<file path="config.mk">
export PLATFORM = sky130hd
export DESIGN_NAME = lora_time_on_air_core
export DESIGN_NICKNAME = d
export VERILOG_FILES = /design/src/hw/rtl/lora_toa_pkg.sv /design/src/hw/rtl/lora_toa_front.sv /design/src/hw/rtl/lora_toa_queue.sv /design/src/hw/rtl/lora_toa_back.sv /design/src/hw/rtl/lora_time_on_air_core.sv
export SDC_FILE = /design/constraint.sdc
export NUM_CORES = 2
export LEC_CHECK = 0
export ABC_AREA = 0
export BUFFER_PORTS_ARGS = -buffer_cell sky130_fd_sc_hd__buf_2
export CAP_MARGIN = 40
export CORE_MARGIN = 4
export CORE_UTILIZATION = 59
export DETAILED_ROUTE_END_ITERATION = 10
export PLACE_DENSITY = 0.78
export SYNTH_ARGS = -nofsm -noshare
export SYNTH_HDL_FRONTEND = slang
export SYNTH_SLANG_ARGS = --single-unit
export TNS_END_PERCENT = 20
</file>
<file path="constraint.sdc">
create_clock -name clk_i -period 8.2 [get_ports clk_i]
set_clock_uncertainty 0.2 [all_clocks]
set_input_delay 0.41 -clock clk_i [delete_from_list [all_inputs] [get_ports clk_i]]
set_output_delay 0.41 -clock clk_i [all_outputs]
set_load 0.02 [all_outputs]
</file>
<file path="src/hw/rtl/lora_toa_pkg.sv">
package lora_toa_pkg;

  localparam int unsigned PAYLOAD_W  = 8;
  localparam int unsigned AIRTIME_W  = 22;
  localparam int unsigned CFG_IDX_W  = 3;
  localparam int unsigned CFG_DATA_W = 16;

  // Register indexes of the configuration port
  localparam logic [CFG_IDX_W-1:0] CFG_BANDWIDTH = 3'd0;
  localparam logic [CFG_IDX_W-1:0] CFG_SF        = 3'd1;
  localparam logic [CFG_IDX_W-1:0] CFG_CR        = 3'd2;
  localparam logic [CFG_IDX_W-1:0] CFG_PREAMBLE  = 3'd3;
  localparam logic [CFG_IDX_W-1:0] CFG_CRC       = 3'd4;
  localparam logic [CFG_IDX_W-1:0] CFG_IMPLICIT  = 3'd5;
  localparam logic [CFG_IDX_W-1:0] CFG_LDRO      = 3'd6;

  // Bandwidth codes
  localparam logic [3:0] BW_125K = 4'd7;
  localparam logic [3:0] BW_250K = 4'd8;
  localparam logic [3:0] BW_500K = 4'd9;

  localparam logic [3:0] SF_MIN = 4'd6;
  localparam logic [3:0] SF_MAX = 4'd12;

  // floor(y / 125) = (y * DIV125_MAGIC) >> DIV125_SHIFT, exact for y < 2^30
  localparam logic [30:0] DIV125_MAGIC = 31'd1099511628;
  localparam int unsigned DIV125_SHIFT = 37;

  // One queued word: everything the back end needs for one packet
  typedef struct packed {
    logic       bad_bw;
    logic       num_pos;
    logic [7:0] quo;
    logic [2:0] cr;
    logic [15:0] preamble;
    logic [3:0] shift;
  } lora_toa_item_t;

  // ceil(2^16 / e) for the symbol divisor e = sf - 2*ldro, 4..12
  function automatic logic [14:0] recip_q16(input logic [3:0] e);
    logic [14:0] r;
    case (e)
      4'd4:    r = 15'd16384;
      4'd5:    r = 15'd13108;
      4'd6:    r = 15'd10923;
      4'd7:    r = 15'd9363;
      4'd8:    r = 15'd8192;
      4'd9:    r = 15'd7282;
      4'd10:   r = 15'd6554;
      4'd11:   r = 15'd5958;
      4'd12:   r = 15'd5462;
      default: r = 15'd16384;
    endcase
    return r;
  endfunction

endpackage

</file>
<file path="src/hw/rtl/lora_toa_front.sv">
module lora_toa_front import lora_toa_pkg::*; #(
  parameter int unsigned QUEUE_DEPTH = 4,
  localparam int unsigned CW = $clog2(QUEUE_DEPTH + 1)
) (
  input  logic                  clk_i,
  input  logic                  rst_ni,
  input  logic                  start,
  output logic                  busy,
  input  logic [PAYLOAD_W-1:0]  payload_bytes_i,
  input  logic                  cfg_valid_i,
  input  logic [CFG_IDX_W-1:0]  cfg_index_i,
  input  logic [CFG_DATA_W-1:0] cfg_data_i,
  input  logic [CW-1:0]         q_count_i,
  output logic                  push_o,
  output lora_toa_item_t        item_o
);

  logic [3:0]  bw_q, sf_q;
  logic [2:0]  cr_q;
  logic [15:0] pre_q;
  logic        crc_q, impl_q, ldro_q;

  always_ff @(posedge clk_i or negedge rst_ni) begin
    if (!rst_ni) begin
      bw_q   <= BW_125K;
      sf_q   <= 4'd7;
      cr_q   <= 3'd1;
      pre_q  <= 16'd8;
      crc_q  <= 1'b1;
      impl_q <= 1'b0;
      ldro_q <= 1'b0;
    end else if (cfg_valid_i) begin
      case (cfg_index_i)
        CFG_BANDWIDTH: bw_q   <= cfg_data_i[3:0];
        CFG_SF:        sf_q   <= cfg_data_i[3:0];
        CFG_CR:        cr_q   <= cfg_data_i[2:0];
        CFG_PREAMBLE:  pre_q  <= cfg_data_i;
        CFG_CRC:       crc_q  <= cfg_data_i[0];
        CFG_IMPLICIT:  impl_q <= cfg_data_i[0];
        CFG_LDRO:      ldro_q <= cfg_data_i[0];
        default: ;
      endcase
    end
  end

  // Classify: clamp SF, decode bandwidth, form the rounded-up dividend
  logic [3:0]         sf_c, e_c, k_c, shift_c;
  logic               bad_c, num_pos_c;
  logic signed [12:0] num_c;
  logic [11:0]        num_r;
  logic [9:0]         b_c;
  logic               accept;

  assign accept = start && !busy;

  always_comb begin
    if (sf_q < SF_MIN)      sf_c = SF_MIN;
    else if (sf_q > SF_MAX) sf_c = SF_MAX;
    else                    sf_c = sf_q;

    bad_c = 1'b0;
    case (bw_q)
      BW_125K: k_c = 4'd0;
      BW_250K: k_c = 4'd1;
      BW_500K: k_c = 4'd2;
      default: begin
        k_c   = 4'd0;
        bad_c = 1'b1;
      end
    endcase
    shift_c = sf_c - k_c;

    num_c = $signed({2'b00, payload_bytes_i, 3'b000})
          - $signed({7'd0, sf_c, 2'b00})
          + 13'sd28
          + (crc_q ? 13'sd16 : 13'sd0)
          - (impl_q ? 13'sd20 : 13'sd0);
    num_pos_c = !num_c[12] && (num_c != 13'sd0);

    // ceil(num / 4e) = floor((ceil(num / 4) + e - 1) / e)
    e_c   = sf_c - (ldro_q ? 4'd2 : 4'd0);
    num_r = num_c[11:0] + 12'd3;
    b_c   = num_r[11:2] + {6'd0, e_c} - 10'd1;
  end

  logic           f1_v_q;
  logic [9:0]     f1_b_q;
  logic [3:0]     f1_e_q;
  lora_toa_item_t f1_item_q;

  always_ff @(posedge clk_i or negedge rst_ni) begin
    if (!rst_ni) f1_v_q <= 1'b0;
    else         f1_v_q <= accept;
  end

  always_ff @(posedge clk_i) begin
    if (accept) begin
      f1_b_q             <= b_c;
      f1_e_q             <= e_c;
      f1_item_q.bad_bw   <= bad_c;
      f1_item_q.num_pos  <= num_pos_c;
      f1_item_q.quo      <= 8'd0;
      f1_item_q.cr       <= cr_q;
      f1_item_q.preamble <= pre_q;
      f1_item_q.shift    <= shift_c;
    end
  end

  // Divide by the symbol divisor through its reciprocal
  logic [24:0]    quo_prod;
  logic           f2_v_q;
  lora_toa_item_t f2_item_d, f2_item_q;

  assign quo_prod = f1_b_q * recip_q16(f1_e_q);

  always_comb begin
    f2_item_d     = f1_item_q;
    f2_item_d.quo = quo_prod[23:16];
  end

  always_ff @(posedge clk_i or negedge rst_ni) begin
    if (!rst_ni) f2_v_q <= 1'b0;
    else         f2_v_q <= f1_v_q;
  end

  always_ff @(posedge clk_i) begin
    if (f1_v_q) begin
      f2_item_q <= f2_item_d;
    end
  end

  assign push_o = f2_v_q;
  assign item_o = f2_item_q;

  // Hold off new packets while the queue could not take all in flight
  logic [CW+1:0] credit_use;
  assign credit_use = (CW+2)'(q_count_i) + (CW+2)'(f1_v_q) + (CW+2)'(f2_v_q);
  assign busy       = credit_use >= (CW+2)'(QUEUE_DEPTH);

endmodule

</file>
<file path="src/hw/rtl/lora_toa_queue.sv">
module lora_toa_queue import lora_toa_pkg::*; #(
  parameter int unsigned QUEUE_DEPTH = 4,
  localparam int unsigned CW = $clog2(QUEUE_DEPTH + 1),
  localparam int unsigned PW = $clog2(QUEUE_DEPTH)
) (
  input  logic           clk_i,
  input  logic           rst_ni,
  input  logic           push_i,
  input  lora_toa_item_t item_i,
  input  logic           pop_i,
  output logic           valid_o,
  output lora_toa_item_t item_o,
  output logic [CW-1:0]  count_o
);

  lora_toa_item_t mem_q [QUEUE_DEPTH];
  logic [PW-1:0]  wr_ptr_q, rd_ptr_q;
  logic [CW-1:0]  count_q;
  logic           do_pop;

  assign do_pop = pop_i && (count_q != '0);

  always_ff @(posedge clk_i) begin
    if (push_i) mem_q[wr_ptr_q] <= item_i;
  end

  always_ff @(posedge clk_i or negedge rst_ni) begin
    if (!rst_ni) begin
      wr_ptr_q <= '0;
      rd_ptr_q <= '0;
      count_q  <= '0;
    end else begin
      if (push_i) begin
        wr_ptr_q <= (wr_ptr_q == PW'(QUEUE_DEPTH - 1)) ? '0 : wr_ptr_q + 1'b1;
      end
      if (do_pop) begin
        rd_ptr_q <= (rd_ptr_q == PW'(QUEUE_DEPTH - 1)) ? '0 : rd_ptr_q + 1'b1;
      end
      if (push_i && !do_pop)      count_q <= count_q + 1'b1;
      else if (!push_i && do_pop) count_q <= count_q - 1'b1;
    end
  end

  assign valid_o = count_q != '0;
  assign item_o  = mem_q[rd_ptr_q];
  assign count_o = count_q;

endmodule

</file>
<file path="src/hw/rtl/lora_toa_back.sv">
module lora_toa_back import lora_toa_pkg::*; (
  input  logic                 clk_i,
  input  logic                 rst_ni,
  input  logic                 valid_i,
  input  lora_toa_item_t       item_i,
  output logic                 pop_o,
  output logic                 done_o,
  output logic [AIRTIME_W-1:0] airtime_ms_o
);

  // Quarter symbols, scaled to 500*ms, doubled to 1000*ms and biased so the result rounds up
  logic [11:0] pay_full;
  logic [10:0] pay_sym;
  logic [18:0] quarters;
  logic [30:0] scaled;
  logic [32:0] biased;

  always_comb begin
    pay_full = item_i.num_pos ? item_i.quo * ({1'b0, item_i.cr} + 4'd4) : 12'd0;
    pay_sym  = pay_full[10:0] + 11'd8;
    quarters = {1'b0, item_i.preamble, 2'b00} + 19'd17 + {6'd0, pay_sym, 2'b00};
    scaled   = 31'(quarters) << item_i.shift;
    biased   = {1'b0, scaled, 1'b0} + 33'd999;
  end

  assign pop_o = valid_i;

  logic        b1_v_q, b1_bad_q;
  logic [29:0] y_q;

  always_ff @(posedge clk_i or negedge rst_ni) begin
    if (!rst_ni) b1_v_q <= 1'b0;
    else         b1_v_q <= valid_i;
  end

  always_ff @(posedge clk_i) begin
    if (valid_i) begin
      y_q      <= biased[32:3];
      b1_bad_q <= item_i.bad_bw;
    end
  end

  // floor(y / 125) by reciprocal multiply
  logic [60:0]          div_prod;
  logic                 done_q;
  logic [AIRTIME_W-1:0] airtime_q;

  assign div_prod = y_q * DIV125_MAGIC;

  always_ff @(posedge clk_i or negedge rst_ni) begin
    if (!rst_ni) done_q <= 1'b0;
    else         done_q <= b1_v_q;
  end

  always_ff @(posedge clk_i) begin
    if (b1_v_q) begin
      airtime_q <= b1_bad_q ? '0 : div_prod[DIV125_SHIFT +: AIRTIME_W];
    end
  end

  assign done_o       = done_q;
  assign airtime_ms_o = airtime_q;

endmodule

</file>
<file path="src/hw/rtl/lora_time_on_air_core.sv">
// Channel   Direction  Handshake                 Word
// ------    ---------  ------------------------  ------------------------------
// request   in         start high, busy low      payload_bytes_i
// config    in         cfg_valid_i, cfg_ready_o  cfg_index_i, cfg_data_i
// result    out        done_o strobe, one cycle  airtime_ms_o
//
// One packet a cycle while busy is low; an accepted start reaches done_o through the stages below.
// Front end (two stages) decodes settings and divides by the symbol divisor,
// the queue adds one register, back end (two stages) scales and divides by 125
// with a reciprocal multiply.
// The queue drains every cycle, so busy only rises if QUEUE_DEPTH is below 4.
// Reset clears control state and loads the default modem settings.
// The receiver cannot stall; results are never held back.
module lora_time_on_air_core import lora_toa_pkg::*; #(
  parameter int unsigned QUEUE_DEPTH = 4
) (
  input  logic                  clk_i,
  input  logic                  rst_ni,
  input  logic                  start,
  output logic                  busy,
  input  logic [PAYLOAD_W-1:0]  payload_bytes_i,
  input  logic                  cfg_valid_i,
  output logic                  cfg_ready_o,
  input  logic [CFG_IDX_W-1:0]  cfg_index_i,
  input  logic [CFG_DATA_W-1:0] cfg_data_i,
  output logic                  done_o,
  output logic [AIRTIME_W-1:0]  airtime_ms_o
);

  localparam int unsigned CW = $clog2(QUEUE_DEPTH + 1);

  logic           push, pop, head_valid;
  lora_toa_item_t push_item, head_item;
  logic [CW-1:0]  q_count;

  assign cfg_ready_o = 1'b1;

  lora_toa_front #(.QUEUE_DEPTH(QUEUE_DEPTH)) u_front (
    .clk_i          (clk_i),
    .rst_ni         (rst_ni),
    .start          (start),
    .busy           (busy),
    .payload_bytes_i(payload_bytes_i),
    .cfg_valid_i    (cfg_valid_i),
    .cfg_index_i    (cfg_index_i),
    .cfg_data_i     (cfg_data_i),
    .q_count_i      (q_count),
    .push_o         (push),
    .item_o         (push_item)
  );

  lora_toa_queue #(.QUEUE_DEPTH(QUEUE_DEPTH)) u_queue (
    .clk_i  (clk_i),
    .rst_ni (rst_ni),
    .push_i (push),
    .item_i (push_item),
    .pop_i  (pop),
    .valid_o(head_valid),
    .item_o (head_item),
    .count_o(q_count)
  );

  lora_toa_back u_back (
    .clk_i       (clk_i),
    .rst_ni      (rst_ni),
    .valid_i     (head_valid),
    .item_i      (head_item),
    .pop_o       (pop),
    .done_o      (done_o),
    .airtime_ms_o(airtime_ms_o)
  );

  a_fixed_latency: assert property (@(posedge clk_i) disable iff (!rst_ni)
    (start && !busy) |-> ##5 done_o)
    else $error("accepted packet did not complete in 5 cycles");

  a_no_spurious_done: assert property (@(posedge clk_i) disable iff (!rst_ni)
    done_o |-> $past(start && !busy, 5))
    else $error("result without a matching request");

  a_queue_drains: assert property (@(posedge clk_i) disable iff (!rst_ni)
    q_count <= CW'(1))
    else $error("queue backed up although the back end never stalls");

  a_pop_to_done: assert property (@(posedge clk_i) disable iff (!rst_ni)
    pop |-> ##2 done_o)
    else $error("popped word did not reach the output");

endmodule
</file>
==> out/metrics.cfg <==
[outcome]
run_status = complete, no violations

[worst_hold_path]
worstHoldStart = cfg_index_i[0]
min_path_type = in2reg

[grt]
track_usage_pct = 25.18
antenna_found_initial = 0
grt_pass1_wl_microns = 122200
grt_max_degree = 42
grt-ovfl-total = 0
grt_pass1_vias = 24190

[sta]
max_freq_mhz = 127.1
finalSetupViolations = 0
setup_tns_ns = 0
period_minus_slack_ns = 7.866
min_period_over_period_pct = 95.93
worst_pin_slew_ns = 0.8392
hold_viol_final = 0
slew_headroom_pct = 43.46
slew_viol_final = 0

[layout]
diodes = 0
fin_nets = 4171
drive_above_1_share_pct = 9.423
final_area_sq_mm = 0.03658
fillCellCount = 4219
syn2layout_area_growth_pct = 8.511

[routing]
routedWlPerCell_microns = 18.58
vias = 22400
wl_met3_microns = 3372
dr.pass1.iters = 6
drtAntennaViolNets = 0
dr.max_layer_used = met4
first_iter_violations = 1385
drc = 0
wl_met1_microns = 31230
drt_wl_total_microns = 74580
dr_wl_met2_microns = 37110
vias_per_cell = 5.580

[synthesis]
syn_inst = 3122
syn_area_per_cell_sq_um = 10.80
ys.flop_type = edfxtp_1
synth_nets = 4061
synth_area_sq_mm = 0.03371
synth.yosys.seq_area_share_pct = 26.86
yosysWarnings = 0
synthArstFlopShare_pct = 13.10
ys_seq_elements = 313
synthDistinctLibCells = 83
synth_edf_count = 257

[place]
portBuffers = 54
placed_area_sq_mm = 0.03517
place.gp.congestion = 0.9642
dp_hpwl_microns = 60070

[worst_setup_path]
reg2reg_from = u_back.y_q[17]
start_kind = flip-flop
worstSetupPathType = reg2reg
crit_required_ns = 8.30
critPathArrivalTime_ns = 7.97
cp_max_fo = 8
crit_start = u_back.y_q[17]
worstSetupEndpointType = flip-flop

[clock_tree]
htree_levels = 2
clk_pin_slew_ns = 0.06
clkSinkCount = 313
cts_tree = done
clk_latency_ns = 0.56
cts_max_path_buffers = 3
cts_buffers = 34
root_buffer = clkbuf_16

[die]
core_sq_mm = 0.05650
rows = 87
initial_core_util_pct = 59.66
dieHeight_microns = 247.0
die_x_microns = 247.0
pin_count = 56
dieArea_sq_mm = 0.06102

[flow_run]
drv_cap = 0

## cell usage after synthesis (43+ instances only)
cell type,count,area (sq um)
nand2_1,211,792.0
a21oi_1,104,520.5
ha_1,522,6531
edfxtp_1,257,7717
o21ai_0,84,420.4
and2_1,82,513.0
clkbuf_1,51,191.4
xor2_1,43,376.6
inv_1,700,2628
xnor2_1,57,499.2
nor2_1,101,379.1
fa_1,386,7727
## routing by layer
layer | GRT usage (%) | vias up
li1 | - | 10500
met1 | 32.47 | 11150
met2 | 43.78 | 573
met3 | 3.307 | 173
met4 | 9.094 | 0
met5 | 0 | -
## metrics by stage
step	worst slack (ns)	cells	utilization, %	hold WS, ns
after floorplan	0.03215	3122	-	-0.08559
after detailed placement	0.1474	3926	62.25	0.06940
final	0.3339	4014	64.74	0.05020
after CTS	0.1142	4005	64.44	0.01646
after global routing	-0.1042	4014	64.74	0.06621
after global placement	0.2811	3920	62.04	0.2029
## layout by cell type, fill, tap and decap left out, types with 14 or more instances in the layout
cell type / n
a211oi_1: 18
a21o_1: 40
a21oi_1: 103
and2_1: 81
buf_2: 55
buf_4: 70
clkbuf_16: 34
dfrtp_1: 30
dfxtp_1: 15
dlygate4sd3_1: 17
edfxtp_1: 257
fa_1: 386
ha_1: 521
inv_1: 700
mux2_2: 41
mux2i_1: 14
mux4_2: 32
nand2_1: 210
nand2b_1: 18
nand3_1: 26
nand4_1: 15
nor2_1: 101
nor2b_1: 21
nor3_1: 28
o21ai_0: 82
xnor2_1: 57
xor2_1: 41
## cell type report
cell class / instances / area [sq um] / area share [%]
multi-input combinational: 2036 / 21790 / 59.58
sequential: 313 / 9057 / 24.76
inverter: 700 / 2628 / 7.184
timing repair buffer: 147 / 1085 / 2.966
tap: 756 / 945.9 / 2.586
clock buffer: 48 / 923.4 / 2.525
clock inverter: 14 / 145.1 / 0.3968
## final timing paths
path | endpoint | slack [ns] | depth (start not counted)
hold reg to reg | u_front.item_o[21] | 0.22 | 0
setup reg to reg | u_back.airtime_ms_o[15] | 0.33 | 25
max in group asynchronous | u_front.pre_q[3] | 7.20 | 3
min in group asynchronous | u_front.impl_q | 0.06 | 2
setup / recovery | u_back.airtime_ms_o[15] | 0.33 | 25
hold / removal | u_front.crc_q | 0.05 | 4
## critical path: stages, from the launching register on
cell	delay, ns
edfxtp_1	0.56
ha_1	0.35
inv_1	0.05
fa_1	0.42
inv_1	0.10
fa_1	0.43
fa_1	0.51
fa_1	0.51
inv_1	0.05
fa_1	0.49
inv_1	0.06
fa_1	0.62
fa_1	0.44
ha_1	0.38
a21oi_1	0.16
o21ai_0	0.14
a2111oi_1	0.43
a21oi_1	0.24
nor3_2	0.27
o21ai_0	0.19
buf_4	0.18
o21ai_0	0.26
nand2b_1	0.14
a21oi_1	0.21
xor2_1	0.16
nor2_1	0.05
## repair_timing
action / in CTS / in global routing
buffers inserted: 0 / 9
hold buffers: 17 / 0
resized for setup: 0 / 27
endpoints found under the setup margin: 0 / 14
hold endpoints to repair: 62 / 0
## registers in the layout (all words and copies together), names as in the netlist, 2 cells and up, named ones only
register             flops
u_front.pre_q           16
u_back.airtime_ms_o     22
u_queue.count_o          3
u_front.item_o          33
u_queue.wr_ptr_q         2
u_queue.mem_q          132
u_front.sf_q             4
u_front.f1_e_q           4
u_front.f1_b_q          10
u_queue.rd_ptr_q         2
u_front.cr_q             3
u_back.y_q              30
u_front.bw_q             4
u_front.f1_item_q       25
## kinds of logic (layout without fill, tap and decap cells)
kind of cell               count (synthesis)  in the layout  share of synthesized area, %
adders and majority gates                908            908                         42.30
AOI/OAI and AO/OA                        373            373                         7.268
xor gates and xnor gates                 100            100                         2.598
and+or+nand+nor                          565            565                         8.151
other                                      2              2                       0.02228
DFF                                      313            313                         26.86
muxes                                     88             88                         4.001
buffers and inverters                    773            909                         8.794
Power is not shown: default switching activity piles up to over one toggle a cycle in this logic, so the estimate is an artifact.
